$ cat src/hw/rtl/nearest_other_id_point_search_defines.svh
// Assertion macros for the nearest other-id point search.
`ifndef NEAREST_OTHER_ID_POINT_SEARCH_DEFINES_SVH
`define NEAREST_OTHER_ID_POINT_SEARCH_DEFINES_SVH

// Implication in the same cycle, disabled while rst_n is low.
`define NOI_ASSERT_IMP(label, clk, rst_n, ante, cons, msg) \
    label: assert property (@(posedge clk) disable iff (!rst_n) (ante) |-> (cons)) \
        else $error(msg);

// Implication checked in the next cycle.
`define NOI_ASSERT_NEXT(label, clk, rst_n, ante, cons, msg) \
    label: assert property (@(posedge clk) disable iff (!rst_n) (ante) |=> (cons)) \
        else $error(msg);

`endif

$ cat src/hw/rtl/noisrch_ram.sv
`default_nettype none
module noisrch_ram #(
    parameter int Width = 8,
    parameter int Depth = 16
) (
    input  wire logic                     i_clk,
    input  wire logic                     i_we,
    input  wire logic [$clog2(Depth)-1:0] i_waddr,
    input  wire logic [Width-1:0]         i_wdata,
    input  wire logic [$clog2(Depth)-1:0] i_raddr,
    output logic      [Width-1:0]         o_rdata
);
    logic [Width-1:0] r_mem [Depth];

    always_ff @(posedge i_clk) begin
        if (i_we) begin
            r_mem[i_waddr] <= i_wdata;
        end
        o_rdata <= r_mem[i_raddr];
    end
endmodule
`default_nettype wire

$ cat config.mk
export PLATFORM = sky130hd
export DESIGN_NAME = noisrch_ram
export DESIGN_NICKNAME = d
export VERILOG_FILES = /design/src/hw/rtl/nearest_other_id_point_search_defines.svh /design/src/hw/rtl/noisrch_ram.sv
export SDC_FILE = /design/constraint.sdc
export NUM_CORES = 1
export LEC_CHECK = 0
export BUFFER_PORTS_ARGS = -buffer_cell sky130_fd_sc_hd__buf_2
export CAP_MARGIN = 20
export CORE_AREA = 2 2 110 80
export DETAILED_ROUTE_END_ITERATION = 12
export DIE_AREA = 0 0 112 82
export HOLD_SLACK_MARGIN = 0.08
export PLACE_DENSITY = 0.86
export RECOVER_POWER = 50
export SYNTH_ARGS = -nofsm -noshare
export SYNTH_HDL_FRONTEND = slang
export SYNTH_SLANG_ARGS = --single-unit
$ cat constraint.sdc
create_clock -name i_clk -period 3.1 [get_ports i_clk]
set_clock_uncertainty 0.1 [all_clocks]
set_input_delay 0.31 -clock i_clk [delete_from_list [all_inputs] [get_ports i_clk]]
set_output_delay 0.31 -clock i_clk [all_outputs]
set_load 0.01 [all_outputs]
==> out/qor.txt <==
status - complete, no violations
post-layout min period - 1850 ps
number of remaining DRC errors - 0
Max Freq - 540 MHz
critical path endpoint category - flop
sequential-to-total area share from yosys stat - 77.8%
First-pass DRT Iterations - 5
Port Buffers - 25
Post-Syn Instances - 229
vias in the first global route - 2,482
CP Max Fanout - 17
worst slew pin tran - 934 ps
WP data required - 3280 ps
ordered cell list for the critical path - buf_2 -> buf_12 -> mux4_1 -> a22oi_1 -> nand2_1
Setup violations, final - 0
initial antenna violation count - 0
HPWL Detailed - 5930 microns
synth top area cells - edfxtp_1 75%, mux4_2 7.9%, mux4_1 7.1%
Fin. Hold Viols - 0
Worst Setup Path Type - primary input to flop
grt ovf - 0
# rows - 28
post-synth cell types - 19
IO Pins - 26
Ys Warns - 0
flops & latches, synth - 136
die span in y - 82 microns
slowest CP cell - mux4_1
largest net degree at the start of global routing - 33
Skew-Pair Late Insertion Delay - 410 ps
Tot Pwr - 4.02 mW
CP max stage delay - 620 ps
clock slew at reported path FFs - 50 ps
Die Footprint - 9180 sq um
largest area contributor in the netlist - edfxtp_1
CP Launch Type - primary input
Slew HR - 37.5%
Final Max Slew Viols - 0
CTS tree - yes
peak supply drop - 0.616 mV
Design Area, Final - 5880 sq um
period utilization - 59.7%
cts bufs inserted - 17
Via Count - 2,437
Fin Setup TNS - 0 ps
CTS-repair resized insts - 0
most common cell after layout, fill and taps aside - edfxtp_1
Yosys top cell area share - 74.7%
Lkg Pwr - 1.96 nW
Cell Area, Synth - 5150 sq um
final core occ - 71.7%
MaxCap Viol Count - 0
Avg Cell Area, Syn - 22.5 sq um
htree depth - 4
HP Class - primary input to flop
chip width - 112 microns
first-pass GRT wire length - 15,100 microns
Vias/cell - 6.31
RSZ-0062 raised after global routing - no
most frequent cells in the layout - 128 x edfxtp_1, 18 x mux4_2, 18 x clkbuf_1
syn nets - 247
ratio of cells with drive above 1 in the final layout - 22.4%
Starting DRT DRC Count - 280
total core area - 8200 sq um
Ant. Diodes - 0
final WL - 10,200 microns
clk root buf - clkbuf_16
Antenna Violating Nets Remaining - 0
CTS sink cnt - 136
Layout Nets - 286
hold-fix buffers at CTS - 0
Area growth syn-to-layout - 14.2%
CTS max path bufs - 2
Initial Util - 62.8%
Worst EP arrival - 2030 ps
gr usage total - 24.7%
drt wl/cell - 26.3 microns
routability cong. - 0.808
Power Dens Cells - 685 nW/um^2
DP Area - 5370 sq um
Post-CTS Setup Bufs - 0
[worst max-delay path, delay by kind of cell]
family | cells | cell delay, ps
muxes | 1 | 620
and+or+nand+nor | 1 | 120
buffers and inverters | 2 | 700
AOI/OAI and AO/OA | 1 | 270
[through the flow]
stage | hold slack [ps] | setup WS (ps) | cells
floorplan | 309 | 1200 | 229
global placement | 564 | 959 | 354
detailed placement | 574 | 930 | 354
CTS | 164 | 1190 | 386
global route | 343 | 1160 | 386
finish | 319 | 1250 | 386
[registers in the layout, summed over array words and instances (netlist names)]
register and cells:
o_rdata 8, r_mem 128
[Yosys cell counts, drive strengths merged]
master / count
edfxtp: 128
mux4: 32
a22oi: 16
nor2: 13
nand2: 9
dfxtp: 8
buf: 7
nor3: 4
clkdlybuf4s25: 3
nand2b: 2
nand3b: 2
and2: 1
and2b: 1
nand3: 1
nor2b: 1
or3b: 1
[logic make-up after synthesis]
| group | Yosys count | share of synthesized area [%] |
|---|---|---|
| buffers and inverters | 10 | 1.68 |
| DFF | 136 | 77.8 |
| muxes | 32 | 15.0 |
| and+or+nand+nor | 35 | 3.18 |
| AOI/OAI and AO/OA | 16 | 2.33 |
[final cells by class]
cell class | count | area, sq um
Clock buffer | 29 | 510
Clock inverter | 3 | 15.0
Fill cell | 479 | 2320
Multi-Input combinational cell | 83 | 1060
Sequential cell | 136 | 4000
Tap cell | 105 | 131
Timing Repair Buffer | 30 | 160
[routing by layer]
layer | track usage, % | routed length (microns) | vias up
met5 | 0 | 0 | -
met4 | 8.17 | 156 | 0
met3 | 7.68 | 808 | 22
met2 | 41.9 | 5190 | 118
met1 | 31.4 | 4010 | 1252
li1 | - | - | 1045
[power breakdown]
| part | switching [mW] | internal, mW |
|---|---|---|
| Sequential | 0.0148 | 2.06 |
| Clock | 0.662 | 1.10 |
| Combinational | 0.112 | 0.0748 |
| Total | 0.788 | 3.24 |
[final timing paths]
| path | start | end | slack (ps) | cells after the start |
|---|---|---|---|---|
| worst max-delay path | i_raddr[0] | o_rdata[5] | 1250 | 5 |
| worst min-delay path | i_wdata[6] | r_mem[14][6] | 320 | 1 |
| worst max register to register | r_mem[1][5] | o_rdata[5] | 1500 | 3 |
| worst min register to register | r_mem[12][7] | o_rdata[7] | 590 | 3 |
Note: power is estimated with default switching activity, not from simulation.
