==> config.mk <==
export PLATFORM = sky130hd
export DESIGN_NAME = noisrch_sqrt
export DESIGN_NICKNAME = d
export VERILOG_FILES = /design/src/hw/rtl/noisrch_pkg.sv /design/src/hw/rtl/noisrch_sqrt.sv
export VERILOG_INCLUDE_DIRS = /design/src /design/src/hw/rtl
export SDC_FILE = /design/constraint.sdc
export NUM_CORES = 1
export LEC_CHECK = 0
export ABC_AREA = 0
export BUFFER_PORTS_ARGS = -buffer_cell sky130_fd_sc_hd__buf_2
export CAP_MARGIN = 25
export CORE_MARGIN = 10
export CORE_UTILIZATION = 60
export DETAILED_ROUTE_END_ITERATION = 6
export GPL_TIMING_DRIVEN = 1
export PLACE_DENSITY = 0.85
export SYNTH_ARGS = -nofsm -noshare
export SYNTH_HDL_FRONTEND = slang
export SYNTH_SLANG_ARGS = --single-unit
==> constraint.sdc <==
create_clock -name i_clk -period 4 [get_ports i_clk]
set_input_delay 1 -clock i_clk [delete_from_list [all_inputs] [get_ports i_clk]]
set_output_delay 1 -clock i_clk [all_outputs]
set_load 0.005 [all_outputs]
==> src/hw/rtl/nearest_other_id_point_search_defines.svh <==
// Assertion macros for the nearest other-id point search.
`ifndef NEAREST_OTHER_ID_POINT_SEARCH_DEFINES_SVH
`define NEAREST_OTHER_ID_POINT_SEARCH_DEFINES_SVH

// Implication in the same cycle, disabled while rst_n is low.
`define NOI_ASSERT_IMP(label, clk, rst_n, ante, cons, msg) \
    label: assert property (@(posedge clk) disable iff (!rst_n) (ante) |-> (cons)) \
        else $error(msg);

// Implication checked in the next cycle.
`define NOI_ASSERT_NEXT(label, clk, rst_n, ante, cons, msg) \
    label: assert property (@(posedge clk) disable iff (!rst_n) (ante) |=> (cons)) \
        else $error(msg);

`endif

==> src/hw/rtl/noisrch_pkg.sv <==
`default_nettype none
package noisrch_pkg;
    localparam int MaxPoints = 1024;
    localparam int AddrW     = $clog2(MaxPoints);
    localparam int CntW      = AddrW + 1;
    localparam int PointW    = 48;

    localparam logic [1:0] ReqClear  = 2'd0;
    localparam logic [1:0] ReqAppend = 2'd1;
    localparam logic [1:0] ReqQuery  = 2'd2;
    localparam logic [1:0] ReqIgnore = 2'd3;

    localparam logic [1:0] StFound   = 2'd0;
    localparam logic [1:0] StNone    = 2'd1;
    localparam logic [1:0] StBadIdx  = 2'd2;
    // internal: root in progress, never on a valid result beat
    localparam logic [1:0] StRoot    = 2'd3;

    typedef enum logic [3:0] {
        S_IDLE, S_QRD, S_QLAT, S_DN_RD, S_DN_CHK, S_UP_RD, S_UP_CHK,
        S_MUL, S_ACC, S_SQRT, S_OUT
    } t_state;

    typedef struct packed {
        logic        start;
        logic [57:0] value;
    } t_sqrt_req;

    typedef struct packed {
        logic        busy;
        logic        done;
        logic [24:0] root;
    } t_sqrt_rsp;
endpackage
`default_nettype wire

==> src/hw/rtl/noisrch_sqrt.sv <==
`default_nettype none
`include "nearest_other_id_point_search_defines.svh"
// Bit-serial floor square root, one result bit per cycle.
module noisrch_sqrt (
    input  wire logic                  i_clk,
    input  wire logic                  i_rst_n,
    input  wire noisrch_pkg::t_sqrt_req i_req,
    output noisrch_pkg::t_sqrt_rsp     o_rsp
);
    logic [25:0] r_rem, n_rem;
    logic [24:0] r_root, n_root;
    logic [57:0] r_val, n_val;
    logic [4:0]  r_cnt, n_cnt;
    logic        r_busy, n_busy, r_done, n_done;
    logic [27:0] trial;
    logic [27:0] cur;
    logic [27:0] diff;

    always_comb begin
        n_rem = r_rem; n_root = r_root; n_val = r_val;
        n_cnt = r_cnt; n_busy = r_busy; n_done = 1'b0;
        cur   = {r_rem, r_val[57:56]};
        trial = {1'b0, r_root, 2'b01};
        diff  = cur - trial;
        if (i_req.start) begin
            n_rem = '0; n_root = '0; n_val = i_req.value;
            n_cnt = 5'd0; n_busy = 1'b1;
        end else if (r_busy) begin
            if (cur >= trial) begin
                n_rem  = diff[25:0];
                n_root = {r_root[23:0], 1'b1};
            end else begin
                n_rem  = cur[25:0];
                n_root = {r_root[23:0], 1'b0};
            end
            n_val = {r_val[55:0], 2'b00};
            n_cnt = r_cnt + 5'd1;
            if (r_cnt == 5'd28) begin
                n_busy = 1'b0;
                n_done = 1'b1;
            end
        end
    end

    always_ff @(posedge i_clk) begin
        if (!i_rst_n) begin
            r_busy <= 1'b0; r_done <= 1'b0; r_cnt <= '0;
        end else begin
            r_busy <= n_busy; r_done <= n_done; r_cnt <= n_cnt;
        end
        r_rem <= n_rem; r_root <= n_root; r_val <= n_val;
    end

    assign o_rsp.busy = r_busy;
    assign o_rsp.done = r_done;
    assign o_rsp.root = r_root;

    `NOI_ASSERT_NEXT(a_done_after_busy, i_clk, i_rst_n, r_done, !r_busy, "sqrt done while busy")
    `NOI_ASSERT_IMP(a_cnt_range, i_clk, i_rst_n, r_busy, r_cnt <= 5'd28, "sqrt count overrun")
    `NOI_ASSERT_NEXT(a_start_busy, i_clk, i_rst_n, i_req.start, r_busy, "sqrt not started")
endmodule
`default_nettype wire
==> results of run 1 <==
-- kinds of logic (layout without fill, tap and decap cells) --
logic type	Yosys count	count (layout)	synth area share, %
flip-flops	116	116	45.1
XOR/XNOR	19	19	2.59
buffers and inverters	72	166	4.75
AO/OA/AOI/OAI	110	110	13.3
AND/OR/NAND/NOR	176	176	13.1
adder cells (fa/ha/maj)	29	29	5.64
multiplexers	92	92	15.5
-- final cells by class --
cell class / count / area, um^2 / share of cell area (%)
repair buffers: 95 / 510 / 6.79
inverters: 39 / 146 / 1.95
well taps: 136 / 170 / 2.26
multi-input cells: 426 / 3220 / 42.9
clock buffers: 19 / 422 / 5.61
clock inverters: 13 / 136 / 1.81
flip-flops and latches: 116 / 2910 / 38.7
-- power breakdown --
group	switching, W	internal (W)	leakage [nW]	total, W
clock network	0.000554	0.000883	0.264	0.00144
registers	0.0000771	0.00138	1.06	0.00146
logic	0.000827	0.000633	1.76	0.00146
total	0.00146	0.00289	3.08	0.00435
-- registers in the layout (all words and copies together), names as in the netlist --
name,cells
r_done,1
r_rem,26
r_busy,1
r_cnt,5
r_val,58
r_root,25
-- metrics by stage --
step	setup slack [ns]	util (%)	std cells	hold slack (ns)
6_report	0.500	72.5	844	0.499
5_1_grt	0.294	72.5	844	0.515
4_1_cts	0.610	72.5	844	0.495
3_5_place_dp	0.721	67.1	812	0.488
3_3_place_gp	0.833	67.1	812	0.479
2_1_floorplan	1.03	-	614	0.465
-- worst min-delay path by stage --
| stage | endpoint | slack [ns] | depth (start not counted) | start |
|---|---|---|---|---|
| after CTS | r_rem[24] | 0.49 | 2 | r_rem[24] |
| after detailed placement | r_rem[24] | 0.49 | 2 | r_rem[24] |
| final | r_rem[24] | 0.50 | 2 | r_rem[24] |
| after global routing | r_rem[24] | 0.51 | 2 | r_rem[24] |
| after floorplan | r_done | 0.47 | 2 | r_cnt[4] |
| after global placement | r_rem[24] | 0.48 | 2 | r_rem[24] |
-- worst reg2reg max path: cells and delay by family (launching register included) --
family | cells | cell delay, ns
AO/OA/AOI/OAI | 6 | 1.47
adder cells (fa/ha/maj) | 1 | 0.42
flip-flops | 1 | 0.36
AND/OR/NAND/NOR | 2 | 0.82
buffers and inverters | 2 | 0.33
-- synthesized netlist by cell type, types with 3 or more instances --
| library cell | number | share of area (%) |
|---|---|---|
| mux2i_1 | 34 | 5.3 |
| o21ai_1 | 3 | 0.23 |
| nor2_1 | 71 | 4.1 |
| inv_1 | 39 | 2.3 |
| xor2_1 | 8 | 1.1 |
| a311oi_2 | 3 | 0.70 |
| a311oi_1 | 8 | 1.1 |
| clkbuf_1 | 18 | 1.1 |
| dfxtp_1 | 58 | 18 |
| and3_1 | 4 | 0.39 |
| nand2_1 | 33 | 1.9 |
| mux2_2 | 57 | 10 |
| buf_1 | 3 | 0.18 |
| o22ai_1 | 3 | 0.29 |
| edfxtp_1 | 58 | 27 |
| o21ai_0 | 14 | 1.1 |
| a21oi_1 | 19 | 1.5 |
| buf_2 | 7 | 0.54 |
| buf_4 | 3 | 0.35 |
| xnor2_1 | 11 | 1.5 |
| a211oi_1 | 16 | 1.9 |
| nor4_1 | 3 | 0.29 |
| nand3_1 | 13 | 1.0 |
| nor3_1 | 11 | 0.86 |
| or3_1 | 4 | 0.39 |
| a31oi_1 | 6 | 0.58 |
| a21o_1 | 9 | 1.1 |
| and2_1 | 5 | 0.49 |
| ha_1 | 29 | 5.6 |
| nand2b_1 | 4 | 0.39 |
| nand4_1 | 9 | 0.88 |
| nor2b_1 | 6 | 0.58 |
-- layer usage --
layer,share of wire [%],vias to the layer above,GRT usage [%]
met5,0,-,0
met4,2.7,0,9.10
met3,7.9,42,6.38
met2,50,215,34.0
met1,39,2416,24.1
li1,-,2409,-
-- placed cells by master (no fill, tap or decap), drive strengths merged, types with 6 or more instances in the layout --
| master | count |
|---|---|
| buf | 95 |
| nor2 | 71 |
| edfxtp | 58 |
| mux2 | 58 |
| dfxtp | 58 |
| inv | 40 |
| mux2i | 34 |
| nand2 | 33 |
| ha | 29 |
| a21oi | 21 |
| clkbuf | 19 |
| o21ai | 18 |
| a211oi | 17 |
| nand3 | 13 |
| nor3 | 11 |
| xnor2 | 11 |
| a311oi | 11 |
| a21o | 10 |
| nand4 | 9 |
| xor2 | 8 |
| a31oi | 7 |
| nor2b | 7 |
| and2 | 6 |
| clkinv | 6 |
==> results.cfg, run 1 <==
[detailed_routing]
drtIter0Drc = 535
ant_nets = 0
drcViolationCount = 0
dr.pass1.iters = 5
vias_per_cell = 6.02
num_vias = 5082
wire_per_inst_um = 18.3
drt-total-wl_um = 15500

[critical_path]
critical_path_buf_inv_count = 2
ff2ff_setup_slack_ns = 0.50
path_delay_family = compound AO/OA/AOI/OAI gates
r2r_cells = 11
start_kind = flop
critPathCaptureType = flop
critPathMostFrequentCell = o21ai_0
crit_chain = inv_1 -> ha_1 -> a21oi_1 -> o21ai_0 -> a31o_1 -> a221oi_2 -> o21ai_0 -> nor2_1 -> buf_4 -> nand2_1 -> a311oi_1
required_ns = 4.43
path_class = flop to flop
path_depth = 11
setup.worst_path.end = r_rem[1]
crit_path_top_delay_cell = nor2_1
r2r-end = r_rem[1]
crit_start = r_root[15]
cp_max_fo = 12
reg2reg_from = r_root[15]
worstPathArrival_ns = 3.93
max_stage_delay_ns = 0.75

[global_route]
grt_pass1_wl_um = 24800
overflow = 0
antenna_found_initial = 0
grt_max_degree = 54
grt_pass1_vias = 5129
grt_usage_pct = 20.5

[finish]
nNetsFinal = 785
syn2layout_area_growth_pct = 16.8
fillCellCount = 744
diodes = 0
fin_area_um2 = 7520
drive_gt1_share_pct = 29.0

[logic_synthesis]
yosys_warnings = 0
synth_edf_count = 58
ys_dominant_reg_cell = edfxtp_1
synth-seq-cells = 116
avgSynthCellArea_um2 = 10.5
syn_inst = 614
ys_types = 70
seq_area_frac_synth_pct = 45.1
async_flop_share_pct = 0
netlist_area_um2 = 6430
synth_nets = 704

[clocking]
cts_root_buf = clkbuf_8
cts_max_level = 4
holdBufCountCts = 0
clockBufferDepth = 2
insertion_delay_ns = 0.53
cts_resized = 0
cts_buffers = 17
clk_pin_slew_ns = 0.06
cts_tree = yes
post-cts-setup-buffers = 0
cts_sinks = 116

[timing]
setup_viol = 0
period_share_pct = 87.5
min_period_ns = 3.50
max_slew_margin_pct = 37.6
rsz0062_at_grt = no
timing.fmax_mhz = 286
hold_viol_final = 0
tightest_slew_ns = 0.933
slew_violations = 0
fin_tns_setup_ns = 0
clock-skew-final_ns = 0.0102

[floorplanning]
io_pins = 88
initial_core_util_pct = 62.0
die_x_um = 124
core.rowCount = 37
die_y_um = 124
die-area_um2 = 15300
core_um2 = 10400

[placement]
hpwl_um = 10300
place.port_buffers = 87
gp_congestion = 0.927
place_area_um2 = 6960

[power_and_ir_drop]
irDropWorstVdd_v = 0.000384
power.density_nw_per_um2 = 579
p_leak_nw = 3.08
total_power_w = 0.00435

[run]
cap_violations = 0

[hold_path]
hp-class = flop to flop

[status]
status = completed
Note: power is estimated with default switching activity, not from simulation.
==> run 2, diff against run 1 <==
ABC_AREA = 1   (was 0)
CTS_BUF_LIST = sky130_fd_sc_hd__clkbuf_2   (was not set)
PLACE_DENSITY = 0.84   (was 0.85)
==> run 2 against run 1 <==
Against the previous run:
- final area is 0.27% higher
- global-route usage down 0.48 points
- final cell count increased by 43%
- combinational power grew to 2.5 times the previous value
- utilization fell by 3.6 points
- wire length increased by 1.6%
- non-clock buffer count fell by 2
- largest cell class unchanged
- register-to-register slack improved by 0.75 ns
==> results.cfg, run 2 <==
[global_route]
antenna_found_initial = 0
grt_pass1_vias = 5966
busiest_layer = met2
grtUsageMet2_pct = 31.0
met1_usage_pct = 25.1
grtUsageMet3_pct = 7.30
grt_max_degree = 68
grt_usage_pct = 20.1
overflow = 0
grt_pass1_wl_um = 26800

[logic_synthesis]
synth-seq-cells = 116
async_flop_share_pct = 0
synth_nets = 1060
yosysTopAreaCellShare_pct = 25.7
seq_area_frac_synth_pct = 42.9
netlist_top_cells_area = edfxtp_1, nand2_1, dfxtp_1
ys_dominant_reg_cell = edfxtp_1
yosys.area.top_type = edfxtp_1
yosys_warnings = 0
netlist_area_um2 = 6770
avgSynthCellArea_um2 = 6.98
synth_commonest_cells = nand2_1, inv_1, dfxtp_1, edfxtp_1, nor2_1
synth_edf_count = 58
synth.most_common_cell = nand2_1
ys_types = 35
syn_inst = 970

[detailed_routing]
wire_per_inst_um = 13.1
dr.pass1.iters = 6
vias_per_cell = 5.17
ant_nets = 0
drt-total-wl_um = 15700
drtIter0Drc = 418
drcViolationCount = 0
num_vias = 6225

[timing]
fin_tns_setup_ns = 0
hold_viol_final = 0
min_period_ns = 2.75
clock-skew-final_ns = 0.0501
max_slew_margin_pct = 32.8
timing.fmax_mhz = 364
setup_viol = 0
slew_violations = 0
tightest_slew_ns = 1.01
rsz0062_at_grt = no
period_share_pct = 68.6

[finish]
fillCellCount = 1008
largest_reg_flops = 58
diodes = 0
top_register = r_val
drive_gt1_share_pct = 13.1
fin_area_um2 = 7540
stdcell_count = 1204
final_common_cell = nand2_1
largest_registers = r_val: 58 flops, r_rem: 26 flops, r_root: 25 flops
final_cell_mix = nand2_1, inv_1, buf_2
syn2layout_area_growth_pct = 11.2
nNetsFinal = 1141

[floorplanning]
io_pins = 88
die_y_um = 126
core_um2 = 10900
core.rowCount = 38
initial_core_util_pct = 61.9
die-area_um2 = 15900
die_x_um = 126

[critical_path]
r2r-end = r_rem[13]
max_stage_delay_ns = 0.57
required_ns = 4.68
crit_path_top_delay_cell = nand3_2
critPathMostFrequentCell = nand2_1
reg2reg_from = r_root[17]
cp_max_fo = 42
crit_chain = inv_1 -> ha_1 -> nand2_1 -> inv_1 -> nand2_1 -> nand2_1 -> inv_1 -> nand2_1 -> a21oi_2 -> nand3_2 -> or2_2 -> nand3_1 -> nand2_1
start_kind = flop
r2r_cells = 13
critical_path_buf_inv_count = 3
ff2ff_setup_slack_ns = 1.25
path_class = flop to flop
worstPathArrival_ns = 3.42
critPathCaptureType = flop
path_delay_family = simple AND/OR/NAND/NOR gates

[placement]
place.port_buffers = 87
hpwl_um = 11900
placed_cells = 1172
gp_congestion = 0.965
place_area_um2 = 7300

[clocking]
holdBufCountCts = 0
post-cts-setup-buffers = 0
clockBufferDepth = 2
insertion_delay_ns = 0.74
cts_resized = 0
cts_max_level = 4
clk_pin_slew_ns = 0.21
cts_tree = yes
cts_root_buf = clkbuf_2
cts_buffers = 17
cts_sinks = 116

[power_and_ir_drop]
pwr-share-comb_pct = 61.5
irDropWorstVdd_v = 0.000592
seqPwrFrac_pct = 25.2
p_switching_w = 0.00304
pwr-share-clk_pct = 13.4
swShare_pct = 50.4
power.density_nw_per_um2 = 801
p_leak_nw = 4.09
p_int_w = 0.00300

[hold_path]
hp-class = flop to flop
whs_endpoint = r_root[6]
hp-start = r_root[5]
min_path_cells = 2

[status]
status = completed

[run]
cap_violations = 0
-- run 2: cell types whose count changed after synthesis, sizes merged, moves of 11 or more --
cell | previous run | this run
a211oi | 17 | 0
nand3 | 13 | 43
o22ai | 3 | 24
mux2 | 58 | 0
nand2 | 33 | 428
mux2i | 34 | 0
inv | 39 | 152
a311oi | 11 | 0
nor2 | 71 | 52
-- run 2: cell families after synthesis --
kind of cell | Yosys count | share of synthesized area (%)
buffers and inverters | 184 | 10.6
AOI/OAI and AO/OA | 71 | 5.95
xor gates and xnor gates | 12 | 1.55
DFF | 116 | 42.9
adders and majority gates | 29 | 5.36
and+or+nand+nor | 558 | 33.7
-- run 2: layout make-up --
type	count	area [um^2]	area share (%)
clock buffers	21	105	1.39
clock inverters	11	135	1.79
inverters	153	574	7.62
multi-input cells	670	3150	41.8
flip-flops and latches	116	2900	38.5
well taps	140	175	2.32
repair buffers	93	493	6.54
-- run 2: worst max path at each step --
stage                           from        end  slack [ns]  cells past startpoint
final                     r_root[17]  r_rem[13]        1.25                     13
after global routing      r_root[17]  r_rem[13]         1.0                     13
after CTS                 r_root[17]  r_rem[13]        1.29                     13
after detailed placement  r_root[17]  r_rem[13]        1.30                     13
after global placement    r_root[21]  r_rem[13]        1.35                     13
after floorplan            i_req[58]   r_val[0]        0.59                      3
-- run 2: layer usage --
| layer | part of all wire [%] | wire [um] | vias up |
|---|---|---|---|
| met1 | 44 | 6900 | 2765 |
| met4 | 2.1 | 335 | 0 |
| met2 | 44 | 6990 | 223 |
| met3 | 9.5 | 1490 | 36 |
| li1 | - | - | 3201 |
| met5 | 0 | 0 | - |
-- run 2: worst register-to-register path, stage by stage, from the launching register on --
cell and delay [ns]:
dfxtp_1 0.37, inv_1 0.07, ha_1 0.38, nand2_1 0.14, inv_1 0.06, nand2_1 0.06
nand2_1 0.08, inv_1 0.06, nand2_1 0.07, a21oi_2 0.14, nand3_2 0.57, or2_2 0.56
nand3_1 0.09, nand2_1 0.05
-- run 2: power groups by stage --
stage / Combinational [W] / Sequential [W] / Clock [W]
2_1_floorplan: 0.00303 / 0.00151 / 0
3_3_place_gp: 0.00359 / 0.00154 / 0
3_5_place_dp: 0.00364 / 0.00154 / 0
4_1_cts: 0.00367 / 0.00152 / 0.000825
5_1_grt: 0.00307 / 0.00148 / 0.000875
6_report: 0.00371 / 0.00152 / 0.000808
-- run 2: through the flow --
stage          hold WS (ns)  setup WS, ns  total power [W]  utilization [%]
5_1_grt               0.455         0.997          0.00543             68.9
4_1_cts               0.470          1.29          0.00601             68.9
2_1_floorplan         0.439         0.593          0.00454                -
6_report              0.476          1.25          0.00604             68.9
3_5_place_dp          0.462          1.30          0.00519             66.7
3_3_place_gp          0.454          1.35          0.00513             66.7
==> run 3, diff against run 2 <==
CORE_UTILIZATION = 55   (was 60)
PLACE_DENSITY = 0.82   (was 0.84)
clock period = 2.4 ns   (was 4 ns; I/O delays follow)
==> run 3 against run 2 <==
Against the previous run:
- die area grew 7.6%
- wire length grew 4.3%
- maximum frequency grew 25%
- final cell count grew 3.2%
- clock power grew 50%
- clock skew shrank 0.021 ns
- non-clock buffer count grew 11
==> results.cfg, run 3 (synthesis results as in run 2) <==
[status]
status = completed

[critical_path]
critical_path_buf_inv_count = 5
required_ns = 3.00
path_class = flop to flop
start_kind = flop
max_stage_delay_ns = 0.35
ff2ff_setup_slack_ns = 0.20
path_delay_family = simple AND/OR/NAND/NOR gates
critPathCaptureType = flop
worstPathArrival_ns = 2.80
crit_path_top_delay_cell = dfxtp_1
cp_max_fo = 11
crit_chain = inv_1 -> ha_1 -> nand2_1 -> inv_1 -> nand2_1 -> nand2_1 -> inv_1 -> nand3_2 -> nand2_2 -> nand3_4 -> buf_4 -> nand3_1 -> nand3_1 -> nand2_1 -> inv_1

[finish]
final_common_cell = nand2_1
final_cell_mix = nand2_1, inv_1, buf_2
drive_gt1_share_pct = 14.4
multiInputGateArea_um2 = 3170
syn2layout_area_growth_pct = 13.3
largest_reg_flops = 58
largest_registers = r_val: 58 flops, r_rem: 26 flops, r_root: 25 flops
nNetsFinal = 1152
diodes = 0
fillCellCount = 1159
top_register = r_val
final-seq-area_um2 = 2900

[clocking]
cts_tree = yes
cts_max_level = 4
cts_buffers = 17
holdBufCountCts = 0
cts_root_buf = clkbuf_2
clockBufferDepth = 2
insertion_delay_ns = 0.70
cts_sinks = 116
clk_pin_slew_ns = 0.19

[global_route]
busiest_layer = met2
grt_usage_pct = 20.0
antenna_found_initial = 0
grtUsageMet2_pct = 31.3
grt_pass1_vias = 5967
grt_max_degree = 50
met1_usage_pct = 25.5
grt_pass1_wl_um = 27600
overflow = 0
grtUsageMet3_pct = 6.16

[floorplanning]
die_x_um = 131
core_um2 = 12100
die-area_um2 = 17200
io_pins = 88
die_y_um = 131
initial_core_util_pct = 56.2
core.rowCount = 40

[hold_path]
hp-class = input pin to flop

[timing]
clock-skew-final_ns = 0.0293
slew_violations = 0
max_slew_margin_pct = 62.6
tightest_slew_ns = 0.560
fin_ws_ns = 0.198
period_share_pct = 91.7
timing.fmax_mhz = 454
min_period_ns = 2.20
setup_viol = 0
hold_viol_final = 0

[detailed_routing]
drcViolationCount = 0
vias_per_cell = 4.97
dr.pass1.iters = 5
drtIter0Drc = 385
drt-total-wl_um = 16400
ant_nets = 0
num_vias = 6173
wire_per_inst_um = 13.2

[power_and_ir_drop]
power.density_nw_per_um2 = 1350
irDropWorstVdd_v = 0.000700
total_power_w = 0.0104
p_leak_nw = 4.15

[placement]
place.port_buffers = 87
place_ws_ns = 0.206
hpwl_um = 12400
gp_congestion = 0.979

[run]
cap_violations = 0
==> run 3: layer usage <==
layer | wire length (um) | share of wire [%]
met3 | 1410 | 8.6
met2 | 7240 | 44
met5 | 0 | 0
met4 | 306 | 1.9
met1 | 7440 | 45
==> run 3: power by group <==
group	internal (W)	switching (W)
clock	0.000466	0.000748
sequential	0.00237	0.000178
combinational	0.00227	0.00435
total	0.00510	0.00528
==> run 3: timing repair <==
item,in CTS,in global routing
endpoints found under the hold margin,0,0
endpoints found under the setup margin,0,23
buffers inserted,0,0
resized for setup,0,6
==> run 3: final timing paths <==
path,start,to,depth (start not counted)
setup reg to reg,r_root[9],r_rem[18],15
setup / recovery,r_root[9],r_rem[18],15
hold / removal,i_req[9],r_val[9],3
hold reg to reg,r_rem[7],r_rem[7],2
==> run 3: cell type report <==
type,count,share of cell area [%]
clock inverter,13,1.53
multi-input combinational,670,41.3
clock buffer,19,1.24
tap,168,2.74
sequential,116,37.8
timing repair buffer,104,7.83
inverter,153,7.49
==> run 3: metrics by stage <==
stage               TNS, ns  cells  cell area, um^2  util, %  hold slack, ns
floorplan                 0    970             6780        -           0.439
global placement          0   1211             7440     61.7           0.456
detailed placement        0   1211             7440     61.7           0.466
CTS                       0   1243             7650     63.4          0.0848
global route        -0.0116   1243             7670     63.6           0.125
finish                    0   1243             7670     63.6           0.158
==> run 3: worst register-to-register path, cell delays in order, from the launching register on <==
cell,delay (ns)
dfxtp_1,0.35
inv_1,0.07
ha_1,0.35
nand2_1,0.20
inv_1,0.09
nand2_1,0.07
nand2_1,0.07
inv_1,0.09
nand3_2,0.10
nand2_2,0.09
nand3_4,0.13
buf_4,0.21
nand3_1,0.09
nand3_1,0.09
nand2_1,0.07
inv_1,0.04
